### src/dual_axis_pid_balance_macros.svh
// ----------------------------------------------------------------------------
// Assertion macros for the dual-axis balance controller
// Short forms for concurrent checks clocked on clk_i.
// ----------------------------------------------------------------------------
`ifndef DUAL_AXIS_PID_BALANCE_MACROS_SVH
`define DUAL_AXIS_PID_BALANCE_MACROS_SVH

// Check that is ignored while reset is asserted
`define DAPB_ASSERT(lbl, prop, msg) \
  lbl: assert property (@(posedge clk_i) disable iff (!rst_ni) prop) else $error(msg);

// Check that holds on every edge, reset included
`define DAPB_ASSERT_ALWAYS(lbl, prop, msg) \
  lbl: assert property (@(posedge clk_i) prop) else $error(msg);

`endif

### src/dapb_pkg.sv
// ----------------------------------------------------------------------------
// dapb_pkg
// Types, constants and codes shared by the balance controller files.
// ----------------------------------------------------------------------------
`default_nettype none

package dapb_pkg;

  // Default accumulator width
  localparam int DEF_ACCUM_WIDTH = 40;

  // Gain fraction bits and time scale
  localparam int GAIN_FRAC_BITS = 8;
  localparam logic [19:0] US_PER_SEC = 20'd1000000;

  // Integral scale 2^8 * 10^6 = 2^14 * 15625; the odd factor is removed by a
  // reciprocal multiply (floor(2^33 / 15625)) and one compare and correct
  localparam int          INTEG_SHIFT = 14;
  localparam logic [14:0] INTEG_ODD   = 15'd15625;
  localparam logic [19:0] INTEG_RECIP = 20'd549755;
  localparam int          RECIP_SHIFT = 33;

  // Shared multiplier and divider widths
  localparam int MUL_AW = 32;
  localparam int MUL_BW = 20;
  localparam int MUL_PW = MUL_AW + MUL_BW;
  localparam int DIV_NW = 52;
  localparam int DIV_DW = 28;

  // Register map
  typedef enum logic [2:0] {
    REG_PITCH_PROP  = 3'd0,
    REG_PITCH_INTEG = 3'd1,
    REG_PITCH_DERIV = 3'd2,
    REG_ROLL_PROP   = 3'd3,
    REG_ROLL_INTEG  = 3'd4,
    REG_ROLL_DERIV  = 3'd5,
    REG_DEAD_ZONE   = 3'd6,
    REG_CORR_LIMIT  = 3'd7
  } cfg_reg_e;

  // Sequencer states
  typedef enum logic [3:0] {
    ST_IDLE,
    ST_PREP,
    ST_MD1,
    ST_MD2,
    ST_DIVD,
    ST_BND,
    ST_DIVB,
    ST_CLMP,
    ST_MI1,
    ST_MI2,
    ST_MI3,
    ST_RC1,
    ST_RC2,
    ST_SUM,
    ST_NEXT
  } seq_state_e;

  // Input beat
  typedef struct packed {
    logic               kind;
    logic               enabled;
    logic signed [15:0] pitch_angle;
    logic signed [15:0] roll_angle;
    logic        [15:0] time_step;
  } in_item_t;

  // Output beat
  typedef struct packed {
    logic signed [15:0] pitch_correction;
    logic signed [15:0] roll_correction;
  } out_item_t;

  // Divider request and response
  typedef struct packed {
    logic              start;
    logic [DIV_NW-1:0] dividend;
    logic [DIV_DW-1:0] divisor;
  } div_req_t;

  typedef struct packed {
    logic              done;
    logic [DIV_NW-1:0] quot;
  } div_rsp_t;

endpackage

`default_nettype wire

### src/dual_axis_pid_balance.sv
// ----------------------------------------------------------------------------
// dual_axis_pid_balance
// Pitch and roll PID loops with deadband, clamped terms and anti-windup.
// ----------------------------------------------------------------------------
// One sequencer runs the pitch loop and then the roll loop through a single
// 32x20 multiplier and a 52-step restoring divider. In an update with both
// loops active, each loop makes two divider passes (derivative and integral
// bound) plus multiplies and clamps, the fixed integral scale being taken by a
// reciprocal multiply; the bound pass is skipped when that loop's integral
// gain is zero. A loop inside the deadband, at zero error or with a zero time
// step skips the divider passes and multiplies. Clear beats and disabled beats
// skip both loops. The input stalls until the result beat has been taken.
`default_nettype none

module dual_axis_pid_balance
  import dapb_pkg::*;
#(
  parameter int ACCUM_WIDTH = DEF_ACCUM_WIDTH
) (
  input  wire logic       clk_i,
  input  wire logic       rst_ni,
  input  wire logic       cfg_we_i,
  input  wire logic [2:0] cfg_idx_i,
  input  wire logic [15:0] cfg_data_i,
  input  wire logic       in_valid_i,
  output logic            in_stall_o,
  input  wire in_item_t   in_item_i,
  output logic            out_valid_o,
  input  wire logic       out_stall_i,
  output out_item_t       out_item_o
);

`include "dual_axis_pid_balance_macros.svh"

  localparam int SW = ((ACCUM_WIDTH > 45) ? ACCUM_WIDTH : 45) + 2;
  localparam logic signed [SW-1:0] ACC_MAX =
    {{(SW - ACCUM_WIDTH + 1){1'b0}}, {(ACCUM_WIDTH - 1){1'b1}}};

  // Configuration
  logic [15:0] kp_q [2];
  logic [15:0] ki_q [2];
  logic [15:0] kd_q [2];
  logic [14:0] dz_q;
  logic [14:0] lim_q;

  // Loop state
  logic signed [ACCUM_WIDTH-1:0] acc_q  [2];
  logic signed [15:0]            last_q [2];
  logic [1:0]                    fresh_q;

  // Sequencer and working registers
  seq_state_e         state_q, state_d;
  logic               ax_q;
  in_item_t           item_q;
  logic [16:0]        emag_q;
  logic               eneg_q;
  logic               dneg_q;
  logic [14:0]        dmag_q;
  logic [MUL_PW-1:0]  prod_q;
  logic [47:0]        ip_q;
  logic [43:0]        bound_q;
  logic [43:0]        amag_q;
  logic               aneg_q;
  logic [28:0]        nq_q;
  logic [23:0]        pmag_q;
  logic [15:0]        q0_q;
  logic signed [15:0] corr_q [2];
  logic               out_valid_q;
  out_item_t          out_item_q;

  logic     in_beat;
  div_req_t div_req;
  div_rsp_t div_rsp;

  logic [MUL_AW-1:0] mul_a;
  logic [MUL_BW-1:0] mul_b;
  logic [MUL_PW-1:0] mul_p;

  logic signed [15:0] cur_e;
  logic signed [15:0] last_eff;
  logic signed [16:0] e_ext;
  logic signed [16:0] diff;
  logic [16:0]        emag;
  logic [16:0]        dmag17;
  logic               in_dead;
  logic               e_zero;
  logic [15:0]        ki_cur;

  logic signed [SW-1:0] acc_ext;
  logic signed [SW-1:0] x_s;
  logic signed [SW-1:0] acc_raw;
  logic signed [SW-1:0] acc_sum;
  logic signed [SW-1:0] bnd_s;
  logic signed [SW-1:0] acc_clmp;
  logic signed [SW-1:0] amag_full;
  logic [14:0]          dclip;

  logic [DIV_NW-1:0]  isum;
  logic [28:0]        rc_rem;
  logic [15:0]        iq;
  logic signed [26:0] p_s;
  logic signed [26:0] i_s;
  logic signed [26:0] d_s;
  logic signed [26:0] tot_s;
  logic signed [26:0] lim_s;
  logic signed [15:0] corr_c;

  dapb_div u_div (
    .clk_i  (clk_i),
    .rst_ni (rst_ni),
    .req_i  (div_req),
    .rsp_o  (div_rsp)
  );

  // Take register writes
  always_ff @(posedge clk_i or negedge rst_ni) begin
    if (!rst_ni) begin
      kp_q  <= '{default: '0};
      ki_q  <= '{default: '0};
      kd_q  <= '{default: '0};
      dz_q  <= '0;
      lim_q <= '0;
    end else if (cfg_we_i) begin
      unique case (cfg_reg_e'(cfg_idx_i))
        REG_PITCH_PROP:  kp_q[0] <= cfg_data_i;
        REG_PITCH_INTEG: ki_q[0] <= cfg_data_i;
        REG_PITCH_DERIV: kd_q[0] <= cfg_data_i;
        REG_ROLL_PROP:   kp_q[1] <= cfg_data_i;
        REG_ROLL_INTEG:  ki_q[1] <= cfg_data_i;
        REG_ROLL_DERIV:  kd_q[1] <= cfg_data_i;
        REG_DEAD_ZONE:   dz_q    <= cfg_data_i[14:0];
        REG_CORR_LIMIT:  lim_q   <= cfg_data_i[14:0];
        default: ;
      endcase
    end
  end

  // Error, deadband and difference of the selected loop
  always_comb begin
    cur_e    = ax_q ? item_q.roll_angle : item_q.pitch_angle;
    ki_cur   = ki_q[ax_q];
    e_ext    = {cur_e[15], cur_e};
    emag     = e_ext[16] ? 17'(-e_ext) : 17'(e_ext);
    in_dead  = emag < {2'b00, dz_q};
    e_zero   = in_dead || (cur_e == 16'sd0);
    last_eff = fresh_q[ax_q] ? cur_e : last_q[ax_q];
    diff     = e_ext - $signed({last_eff[15], last_eff});
    dmag17   = diff[16] ? 17'(-diff) : 17'(diff);
  end

  // Shared multiplier operands
  always_comb begin
    mul_a = '0;
    mul_b = '0;
    unique case (state_q)
      ST_PREP: begin
        mul_a = MUL_AW'(dmag17[15:0]);
        mul_b = MUL_BW'(kd_q[ax_q]);
      end
      ST_MD1: begin
        mul_a = prod_q[MUL_AW-1:0];
        mul_b = US_PER_SEC;
      end
      ST_MD2: begin
        mul_a = MUL_AW'(emag_q);
        mul_b = MUL_BW'(item_q.time_step);
      end
      ST_DIVD: begin
        mul_a = (ki_cur != 16'd0) ? MUL_AW'({lim_q, 8'h00}) : MUL_AW'(lim_q);
        mul_b = US_PER_SEC;
      end
      ST_MI1: begin
        mul_a = amag_q[31:0];
        mul_b = MUL_BW'(ki_cur);
      end
      ST_MI2: begin
        mul_a = MUL_AW'(amag_q[43:32]);
        mul_b = MUL_BW'(ki_cur);
      end
      ST_MI3: begin
        mul_a = MUL_AW'(emag_q);
        mul_b = MUL_BW'(kp_q[ax_q]);
      end
      ST_RC1: begin
        mul_a = MUL_AW'(nq_q);
        mul_b = INTEG_RECIP;
      end
      ST_RC2: begin
        mul_a = MUL_AW'(prod_q[RECIP_SHIFT+15:RECIP_SHIFT]);
        mul_b = MUL_BW'(INTEG_ODD);
      end
      default: ;
    endcase
    mul_p = mul_a * mul_b;
  end

  // Accumulate with saturation, then clamp to the integral bound
  always_comb begin
    acc_ext = SW'(acc_q[ax_q]);
    x_s     = $signed({{(SW - 32){1'b0}}, prod_q[31:0]});
    if (eneg_q) begin
      x_s = -x_s;
    end
    acc_raw = acc_ext + x_s;
    if (acc_raw > ACC_MAX) begin
      acc_sum = ACC_MAX;
    end else if (acc_raw < -ACC_MAX) begin
      acc_sum = -ACC_MAX;
    end else begin
      acc_sum = acc_raw;
    end
    bnd_s = $signed({{(SW - 44){1'b0}}, bound_q});
    if (bnd_s > ACC_MAX) begin
      bnd_s = ACC_MAX;
    end
    if (acc_ext > bnd_s) begin
      acc_clmp = bnd_s;
    end else if (acc_ext < -bnd_s) begin
      acc_clmp = -bnd_s;
    end else begin
      acc_clmp = acc_ext;
    end
    amag_full = acc_clmp[SW-1] ? -acc_clmp : acc_clmp;
    dclip     = (div_rsp.quot > DIV_NW'(lim_q)) ? lim_q : div_rsp.quot[14:0];
  end

  // Full integral product |accum| * gain from its two partial products
  assign isum = DIV_NW'(ip_q) + {prod_q[19:0], 32'h0000_0000};

  // Correct the reciprocal estimate, sum the terms and clamp the correction
  always_comb begin
    rc_rem = nq_q - prod_q[28:0];
    iq     = (rc_rem >= 29'(INTEG_ODD)) ? q0_q + 16'd1 : q0_q;
    p_s    = $signed({3'b000, pmag_q});
    i_s    = $signed({12'h000, iq[14:0]});
    d_s    = $signed({12'h000, dmag_q});
    lim_s  = $signed({12'h000, lim_q});
    if (eneg_q) begin
      p_s = -p_s;
    end
    if (aneg_q) begin
      i_s = -i_s;
    end
    if (dneg_q) begin
      d_s = -d_s;
    end
    tot_s = p_s + i_s + d_s;
    if (tot_s > lim_s) begin
      tot_s = lim_s;
    end else if (tot_s < -lim_s) begin
      tot_s = -lim_s;
    end
    corr_c = tot_s[15:0];
  end

  // Next state
  always_comb begin
    state_d = state_q;
    unique case (state_q)
      ST_IDLE: begin
        if (in_beat) begin
          state_d = (in_item_i.kind || !in_item_i.enabled) ? ST_NEXT : ST_PREP;
        end
      end
      ST_PREP: state_d = (e_zero || item_q.time_step == 16'd0) ? ST_NEXT : ST_MD1;
      ST_MD1:  state_d = ST_MD2;
      ST_MD2:  state_d = ST_DIVD;
      ST_DIVD: begin
        if (div_rsp.done) begin
          state_d = ST_BND;
        end
      end
      ST_BND:  state_d = (ki_cur != 16'd0) ? ST_DIVB : ST_CLMP;
      ST_DIVB: begin
        if (div_rsp.done) begin
          state_d = ST_CLMP;
        end
      end
      ST_CLMP: state_d = ST_MI1;
      ST_MI1:  state_d = ST_MI2;
      ST_MI2:  state_d = ST_MI3;
      ST_MI3:  state_d = ST_RC1;
      ST_RC1:  state_d = ST_RC2;
      ST_RC2:  state_d = ST_SUM;
      ST_SUM:  state_d = ST_NEXT;
      ST_NEXT: state_d = ax_q ? ST_IDLE : ST_PREP;
      default: state_d = ST_IDLE;
    endcase
  end

  // Handshake and divider requests
  always_comb begin
    in_stall_o       = (state_q != ST_IDLE) || out_valid_q;
    div_req.start    = 1'b0;
    div_req.dividend = '0;
    div_req.divisor  = '0;
    unique case (state_q)
      ST_MD2: begin
        div_req.start    = 1'b1;
        div_req.dividend = prod_q;
        div_req.divisor  = DIV_DW'({item_q.time_step, 8'h00});
      end
      ST_BND: begin
        div_req.start    = (ki_cur != 16'd0);
        div_req.dividend = prod_q;
        div_req.divisor  = DIV_DW'(ki_cur);
      end
      default: ;
    endcase
  end

  assign in_beat = in_valid_i && !in_stall_o;

  always_ff @(posedge clk_i or negedge rst_ni) begin
    if (!rst_ni) begin
      state_q <= ST_IDLE;
    end else begin
      state_q <= state_d;
    end
  end

  // Datapath and loop state
  always_ff @(posedge clk_i or negedge rst_ni) begin
    if (!rst_ni) begin
      acc_q       <= '{default: '0};
      last_q      <= '{default: '0};
      fresh_q     <= 2'b11;
      ax_q        <= 1'b0;
      out_valid_q <= 1'b0;
      item_q      <= '0;
      emag_q      <= '0;
      eneg_q      <= 1'b0;
      dneg_q      <= 1'b0;
      dmag_q      <= '0;
      prod_q      <= '0;
      ip_q        <= '0;
      bound_q     <= '0;
      amag_q      <= '0;
      aneg_q      <= 1'b0;
      nq_q        <= '0;
      pmag_q      <= '0;
      q0_q        <= '0;
      corr_q      <= '{default: '0};
      out_item_q  <= '0;
    end else begin
      // drop the result once taken
      if (out_valid_q && !out_stall_i) begin
        out_valid_q <= 1'b0;
      end
      unique case (state_q)
        ST_IDLE: begin
          if (in_beat) begin
            item_q <= in_item_i;
            corr_q <= '{default: '0};
            ax_q   <= in_item_i.kind || !in_item_i.enabled;
            if (in_item_i.kind) begin
              acc_q   <= '{default: '0};
              last_q  <= '{default: '0};
              fresh_q <= 2'b11;
            end
          end
        end
        ST_PREP: begin
          if (in_dead) begin
            acc_q[ax_q] <= '0;
          end
          if (e_zero) begin
            last_q[ax_q]  <= '0;
            fresh_q[ax_q] <= 1'b1;
          end else if (item_q.time_step != 16'd0) begin
            last_q[ax_q]  <= cur_e;
            fresh_q[ax_q] <= 1'b0;
            emag_q        <= emag;
            eneg_q        <= cur_e[15];
            dneg_q        <= diff[16];
            prod_q        <= mul_p;
          end
        end
        ST_MD1, ST_MD2, ST_MI1: prod_q <= mul_p;
        ST_DIVD: begin
          if (div_rsp.done) begin
            dmag_q      <= dclip;
            acc_q[ax_q] <= acc_sum[ACCUM_WIDTH-1:0];
            prod_q      <= mul_p;
          end
        end
        ST_BND: begin
          if (ki_cur == 16'd0) begin
            bound_q <= prod_q[43:0];
          end
        end
        ST_DIVB: begin
          if (div_rsp.done) begin
            bound_q <= div_rsp.quot[43:0];
          end
        end
        ST_CLMP: begin
          acc_q[ax_q] <= acc_clmp[ACCUM_WIDTH-1:0];
          amag_q      <= amag_full[43:0];
          aneg_q      <= acc_clmp[SW-1];
        end
        ST_MI2: begin
          ip_q   <= prod_q[47:0];
          prod_q <= mul_p;
        end
        // hold the product shifted past the power-of-two part of the scale
        ST_MI3: begin
          nq_q   <= isum[INTEG_SHIFT+28:INTEG_SHIFT];
          prod_q <= mul_p;
        end
        ST_RC1: begin
          pmag_q <= prod_q[31:8];
          prod_q <= mul_p;
        end
        ST_RC2: begin
          q0_q   <= prod_q[RECIP_SHIFT+15:RECIP_SHIFT];
          prod_q <= mul_p;
        end
        ST_SUM: corr_q[ax_q] <= corr_c;
        ST_NEXT: begin
          if (!ax_q) begin
            ax_q <= 1'b1;
          end else begin
            out_valid_q                 <= 1'b1;
            out_item_q.pitch_correction <= corr_q[0];
            out_item_q.roll_correction  <= corr_q[1];
          end
        end
        default: ;
      endcase
    end
  end

  assign out_valid_o = out_valid_q;
  assign out_item_o  = out_item_q;

  // Checks
  `DAPB_ASSERT(a_beat_stalls, in_beat |=> in_stall_o, "input not stalled after a beat")
  `DAPB_ASSERT(a_last_loop_emits, (state_q == ST_NEXT && ax_q) |=> out_valid_q, "result lost")
  `DAPB_ASSERT_ALWAYS(a_acc_pitch_sym, acc_q[0] != {1'b1, {(ACCUM_WIDTH-1){1'b0}}}, "pitch acc")
  `DAPB_ASSERT_ALWAYS(a_acc_roll_sym, acc_q[1] != {1'b1, {(ACCUM_WIDTH-1){1'b0}}}, "roll acc")

endmodule

`default_nettype wire

### src/dapb_div.sv
// ----------------------------------------------------------------------------
// dapb_div
// Restoring unsigned divider, one quotient bit per cycle.
// ----------------------------------------------------------------------------
`default_nettype none

module dapb_div
  import dapb_pkg::*;
(
  input  wire logic     clk_i,
  input  wire logic     rst_ni,
  input  wire div_req_t req_i,
  output div_rsp_t      rsp_o
);

  localparam int CNT_W = $clog2(DIV_NW);

  logic              busy_q;
  logic              done_q;
  logic [CNT_W-1:0]  cnt_q;
  logic [DIV_DW-1:0] rem_q;
  logic [DIV_NW-1:0] quo_q;
  logic [DIV_DW-1:0] dsr_q;

  logic [DIV_DW:0]   trial;
  logic [DIV_DW:0]   trial_sub;
  logic              ge;
  logic [DIV_DW-1:0] rem_d;

  // Trial subtract of one step
  always_comb begin
    trial     = {rem_q, quo_q[DIV_NW-1]};
    trial_sub = trial - {1'b0, dsr_q};
    ge        = trial >= {1'b0, dsr_q};
    rem_d     = ge ? trial_sub[DIV_DW-1:0] : trial[DIV_DW-1:0];
  end

  // Load on start, then shift one bit per cycle
  always_ff @(posedge clk_i or negedge rst_ni) begin
    if (!rst_ni) begin
      busy_q <= 1'b0;
      done_q <= 1'b0;
      cnt_q  <= '0;
      rem_q  <= '0;
      quo_q  <= '0;
      dsr_q  <= '0;
    end else begin
      done_q <= 1'b0;
      if (req_i.start) begin
        busy_q <= 1'b1;
        cnt_q  <= '0;
        rem_q  <= '0;
        quo_q  <= req_i.dividend;
        dsr_q  <= req_i.divisor;
      end else if (busy_q) begin
        quo_q <= {quo_q[DIV_NW-2:0], ge};
        rem_q <= rem_d;
        cnt_q <= cnt_q + CNT_W'(1);
        if (cnt_q == CNT_W'(DIV_NW - 1)) begin
          busy_q <= 1'b0;
          done_q <= 1'b1;
        end
      end
    end
  end

  assign rsp_o.done = done_q;
  assign rsp_o.quot = quo_q;

endmodule

`default_nettype wire

### config.mk
export PLATFORM = sky130hd
export DESIGN_NAME = dual_axis_pid_balance
export DESIGN_NICKNAME = d
export VERILOG_FILES = /design/src/dapb_pkg.sv /design/src/dual_axis_pid_balance.sv /design/src/dapb_div.sv
export VERILOG_INCLUDE_DIRS = /design/src /design/src/src
export SDC_FILE = /design/constraint.sdc
export NUM_CORES = 2
export LEC_CHECK = 0
export BUFFER_PORTS_ARGS = -buffer_cell sky130_fd_sc_hd__buf_2
export CAP_MARGIN = 20
export CELL_PAD_IN_SITES_DETAIL_PLACEMENT = 0
export CELL_PAD_IN_SITES_GLOBAL_PLACEMENT = 2
export CORE_ASPECT_RATIO = 1.4
export CORE_MARGIN = 4
export CORE_UTILIZATION = 38
export DETAILED_ROUTE_END_ITERATION = 6
export MAX_ROUTING_LAYER = met4
export PLACE_DENSITY = 0.79
export REMOVE_ABC_BUFFERS = 1
export SYNTH_ARGS = -nofsm -noshare
export SYNTH_HDL_FRONTEND = slang
export SYNTH_SLANG_ARGS = --single-unit
### constraint.sdc
create_clock -name clk_i -period 14.9 [get_ports clk_i]
set_clock_uncertainty 0.05 [all_clocks]
set_input_delay 1.49 -clock clk_i [delete_from_list [all_inputs] [get_ports clk_i]]
set_output_delay 1.49 -clock clk_i [all_outputs]
set_load 0.05 [all_outputs]
# After elaboration in Yosys (flattened, before gate mapping)
# Index checks and enable logic that the tools add are counted.
# totals
ff_bits	760
output_inout_bits	34
elab_cells	263
in_bits	74
# op_classes
mux	99
n_bitwise	9
eq_ne	31
mul	1
n_reduce_logical	49
addsub	18
order_cmp	15
# op_table
operator	count
$mux W80	4
$pmux W80 S4	1
$mux W16	18
$mux W52	5
$pmux W32 S8	1
$mux W40	6
$mux W44	4
$pmux W81 S2	1
$bwmux W80	2
$mux W32	5
$pmux W52 S3	1
$mux W47	3
$pmux W20 S7	1
$pmux W32 S2	2
$pmux W44 S2	1
$mux W28	3
$mux W27	3
$neg A15 Y27	3
$and A80 B80 Y80	1
$not A80 Y80	1
$bwmux W32	2
$pmux W4 S15	1
$add A27 B27 Y27	2
$gt A52 B15 Y1	1
other kinds (74)	150

# Depth between registers and ports, before layout
# logic_depth
depth_word	13
ltp_mapped	62
depth_no_buf	50

# Modules after synthesis
# Synthesis repeated with hierarchy kept, for this count alone.
# unflattened
hier_cells	8387
area_unflattened_um2	73639.4
# modules_own_cells
module	seq_area_each_um2	cells_per_inst	instances	area_per_inst_um2
dual_axis_pid_balance	15767.6	7646	1	66837.9
dapb_div	2902.8	741	1	6801.5

# Worst setup path before layout
# No wires, ideal clock.
# synth_path
path_type	register to register
startpoint	register ax_q
endpoint	register prod_q[45]
path_buffers	13
path_slack_ps	435
stages_incl_launch_ff	58
setup_time_ps	133
arrival_ps	14282
t_required_ps	14717
period_less_slack_ps	14465
cell_sequence	dfrtp_1 > clkbuf_1 > clkbuf_1 > buf_2 > buf_2 > buf_2 > buf_1 > buf_2 > buf_2 > buf_2 > buf_2 > clkbuf_1 > buf_1 > mux2i_1 > nand2_1 > o21ai_0 > fa_1 > o31ai_1 > (+22 left out) > inv_1 > fa_1 > inv_1 > ha_1 > a21o_1 > a21oi_1 > o21a_1 > o22ai_1 > o41a_1 > nand3_1 > nand2_1 > a221o_1 > a21o_1 > a21o_1 > a21o_1 > a31oi_1 > xor2_1 > o21ai_0
# synth_between
elab_chain_len	13
word_cells_on_any_way	36
classes_between	add/sub (3); mul (1); order compare (1); eq/ne (1); mux (25); bitwise (1); reduce/logical (4)
# synth_rtl
item	line_no	text
start: declaration	dual_axis_pid_balance.sv:53	logic ax_q;
start signal: assignment	dual_axis_pid_balance.sv:355	ax_q <= in_item_i.kind || !in_item_i.enabled;
$not A1 Y2 (not written as such)	n/a	
$mux W16 (not written as such) (3 in a row)	dual_axis_pid_balance.sv:146	last_eff = fresh_q[ax_q] ? cur_e : last_q[ax_q];
$mux W16	dual_axis_pid_balance.sv:146	
$sub A16 B16 Y17	dual_axis_pid_balance.sv:147	diff = e_ext - $signed({last_eff[15], last_eff});
$neg A16 Y16	dual_axis_pid_balance.sv:148	dmag17 = diff[16] ? 17'(-diff) : 17'(diff);
$mux W16	dual_axis_pid_balance.sv:148	
$pmux W32 S8	dual_axis_pid_balance.sv:155	unique case (state_q)
$mul A32 B20 Y52	dual_axis_pid_balance.sv:194	mul_p = mul_a * mul_b;
$mux W52	dual_axis_pid_balance.sv:370	end else if (item_q.time_step != 16'd0) begin
$mux W52	dual_axis_pid_balance.sv:367	if (e_zero) begin
$pmux W52 S3	dual_axis_pid_balance.sv:350	unique case (state_q)
end signal: assignment	dual_axis_pid_balance.sv:376	prod_q <= mul_p;
end signal: assignment	dual_axis_pid_balance.sv:379	ST_MD1, ST_MD2, ST_MI1: prod_q <= mul_p;
end signal: assignment	dual_axis_pid_balance.sv:384	prod_q <= mul_p;
end: declaration	dual_axis_pid_balance.sv:59	logic [MUL_PW-1:0] prod_q;
# Several ways; a longest one is shown, not always the timed one. The select of a mux whose other input is x is not followed.
# A chain may end at the register's enable or synchronous reset.

# Final worst setup path
# layout_path
startpoint	register ax_q
endpoint	register prod_q[50]
# Same word-level chain as after synthesis.

==> flow_summary.toml <==
[status]
status = "finished, violations left"
violations = "DRC, slew limit"

[die]
die_w_um = 378
dieHeight_um = 525
coreArea_um2 = 190000
dieArea_um2 = 198000
start_util = 0.383
row_count = 189
ioPinCount = 108

[clocking]
clkLatencyLatePin_ps = 740
clkSinkCount = 742
cts_resized = 0
cts_tree = "yes"
cts_setup_buffers = 0
htreeDepth = 3
clock-root-buffer = "clkbuf_16"
hold_buffers = 0
path_clk_slew_ps = 70
cts_buffers = 82
cts_buffer_depth = 3

[setup_path]
cpLargestDelayFamily = "adder cells"
end_kind = "flop"
r2r-start = "ax_q$_DFFE_PN0P_"
critPathMaxFanout = 45
cp_num_buf_inv = 7
cp_common_cell = "fa_1"
rr_endpoint = "prod_q[50]$_DFFE_PN0P_"
cp_slowest_stage_delay_ps = 860
worstPathRequired_ps = 15440
cp.arrival_ps = 13780
reg2reg_depth = 46
start_kind = "flop"
critPathKind = "reg2reg"
path_depth = 46
slowest_stage = "dfrtp_4"
rrSetupSlack_ps = 1650

[synth]
yosys.cell_types.count = 101
synth_top_flop_cell = "dfrtp_1"
synth_area_um2 = 72700
async_flop_share = 1.00
synth_seq_cells = 742
synth_top_cell_area_share = 0.255
synth_edf_count = 0
synthCells = 8245
seq_area_frac_synth = 0.256
post-synth-top-area-cell = "dfrtp_1"
ys_warn_count = 0
synth_area_leaders = "dfrtp_1 25%, fa_1 16%, ha_1 8.3%"
syn_avg_cell_area_um2 = 8.81

[placement]
io_buffers = 107
dp_slack_ps = 1710
gp_congestion = 1.01
placedInstanceArea_um2 = 76400
dp_hpwl_mm = 234

[sta]
layout_setup_ws_ps = 1650
rsz0062_at_grt = "no"
finalMaxSlewViolations = 1
fmax_mhz = 75.5
setup_viol = 0
fin_crit_ps = 13250
finalHoldViolations = 0
post-route-period-util = 0.889
tightest_slew_ps = 1540
slew_headroom = -0.0294

[route]
dr.pass1.iters = 7
wire_per_inst_um = 27.7
detail-route-antenna-nets = 0
viasPerCell = 5.78
vias = 62150
drt_iter0_drc = 4648
finalWirelength_mm = 298
drc = 14

[pwr]
peakVddDrop_v = 0.000303
p_leak_nw = 39.9
power_mw = 9.38
power.density_nw_per_um2 = 118

[layout]
area_growth_syn_to_layout_pct = 9.09
final_nets = 9321
drive_gt1_frac = 0.106
finalInstanceArea_um2 = 79300

[min_path]
hp-class = "reg2reg"
holdPathEnd = "nq_q[9]$_DFFE_PN0P_"
hold_path_depth = 2
min-delay-start = "ip_q[23]$_DFFE_PN0N_"

[global_route]
grt_max_degree = 158
grt_pass1_wl_mm = 437
first_global_vias = 63983
grtUsageTotal = 0.307
antenna_found_initial = 13
gr-total-overflow = 0

[run]
drv_cap = 0
==> worst min-delay path, cell delays in order (launching register included) <==
cell	delay, ps
dfrtp_1	340
nand2_1	50
nand2_1	50
==> area by class of cell <==
type	count	area, µm²
antenna	12	30.0
clock buffer	106	2240
clock inverter	43	503
fill	19133	111000
inverter	841	3160
multi-input combinational	6225	49500
sequential	742	18600
tap	2483	3110
timing repair buffer	307	2110
==> cells in the mapped netlist (247+ instances only) <==
master    instances
clkbuf_1        381
fa_1            568
ha_1            480
nor2_1          475
mux2i_1         247
a21oi_1         396
nand2_1        1200
xnor2_1         251
o21ai_0         476
dfrtp_1         740
inv_1           840
mux2_2          311
==> state kept, by name, summed over array words and instances (netlist names), 44 cells and up <==
| signal | count |
|---|---|
| u_div.quo_q | 52 |
| amag_q | 44 |
| acc_q | 80 |
| prod_q | 52 |
| item_q | 48 |
| bound_q | 44 |
==> layer usage <==
metal,vias up,track usage,share of wire
met4,0,0.217,0.088
li1,27993,-,-
met5,-,-,0
met3,688,0.0391,0.048
met2,1897,0.518,0.50
met1,31572,0.335,0.37
==> worst max path at each step <==
stage	end	slack (ps)	startpoint
floorplan	prod_q[45]$_DFFE_PN0P_	-1650	ax_q$_DFFE_PN0P_
global placement	prod_q[50]$_DFFE_PN0P_	1630	ax_q$_DFFE_PN0P_
detailed placement	prod_q[50]$_DFFE_PN0P_	1710	ax_q$_DFFE_PN0P_
CTS	prod_q[51]$_DFFE_PN0P_	1650	ax_q$_DFFE_PN0P_
global route	prod_q[50]$_DFFE_PN0P_	720	ax_q$_DFFE_PN0P_
finish	prod_q[50]$_DFFE_PN0P_	1650	ax_q$_DFFE_PN0P_
==> cell families after synthesis <==
kind of cell | count (synthesis) | share of synthesized area
buffers and inverters | 1281 | 0.0669
other | 1 | 0.0000516
AND/OR/NAND/NOR | 2495 | 0.157
flip-flops | 742 | 0.256
adder cells (fa/ha/maj) | 1048 | 0.239
XOR/XNOR | 368 | 0.0445
multiplexers | 558 | 0.0822
AO/OA/AOI/OAI | 1752 | 0.154
==> where the power goes <==
group | switching (mW) | internal (mW)
combinational | 3.21 | 1.90
sequential | 0.0652 | 2.09
clock | 0.968 | 1.15
total | 4.24 | 5.14
==> per-stage QoR <==
stage | setup TNS (ps) | utilization | hold WS (ps) | instances
after floorplan | -29540 | - | 385 | 7808
after global placement | 0 | 0.402 | 395 | 10589
after detailed placement | 0 | 0.402 | 401 | 10592
after CTS | 0 | 0.417 | 412 | 10741
after global routing | 0 | 0.417 | 426 | 10753
final | 0 | 0.417 | 405 | 10759
==> cell usage in the layout (no fill, tap or decap), types with 35 or more instances in the layout <==
| cell type | synthesis | final |
|---|---|---|
| or3_1 | 44 | 44 |
| nand3_1 | 114 | 113 |
| a21oi_1 | 396 | 394 |
| a21o_1 | 151 | 151 |
| xnor2_1 | 251 | 251 |
| and2_1 | 148 | 147 |
| clkbuf_16 | 0 | 82 |
| nand2_1 | 1200 | 1194 |
| o31ai_1 | 47 | 46 |
| or4_1 | 42 | 42 |
| buf_2 | 22 | 106 |
| nor2_1 | 475 | 467 |
| nor3_1 | 100 | 91 |
| ha_1 | 480 | 480 |
| o21ai_1 | 49 | 47 |
| inv_1 | 840 | 840 |
| nor2b_1 | 54 | 54 |
| nand2b_1 | 49 | 49 |
| dfrtp_1 | 740 | 737 |
| mux2i_1 | 247 | 246 |
| a211oi_1 | 71 | 70 |
| nand4_1 | 65 | 65 |
| o22ai_1 | 60 | 60 |
| o21ai_0 | 476 | 473 |
| o21a_1 | 68 | 68 |
| and3_1 | 35 | 35 |
| o21bai_1 | 37 | 37 |
| a31oi_1 | 39 | 38 |
| xor2_1 | 116 | 116 |
| nor4_1 | 50 | 46 |
| buf_4 | 2 | 194 |
| mux2_2 | 311 | 311 |
| a22o_1 | 38 | 38 |
| fa_1 | 568 | 568 |
| o211ai_1 | 37 | 37 |
No activity file was read; power rests on OpenSTA's default activity.
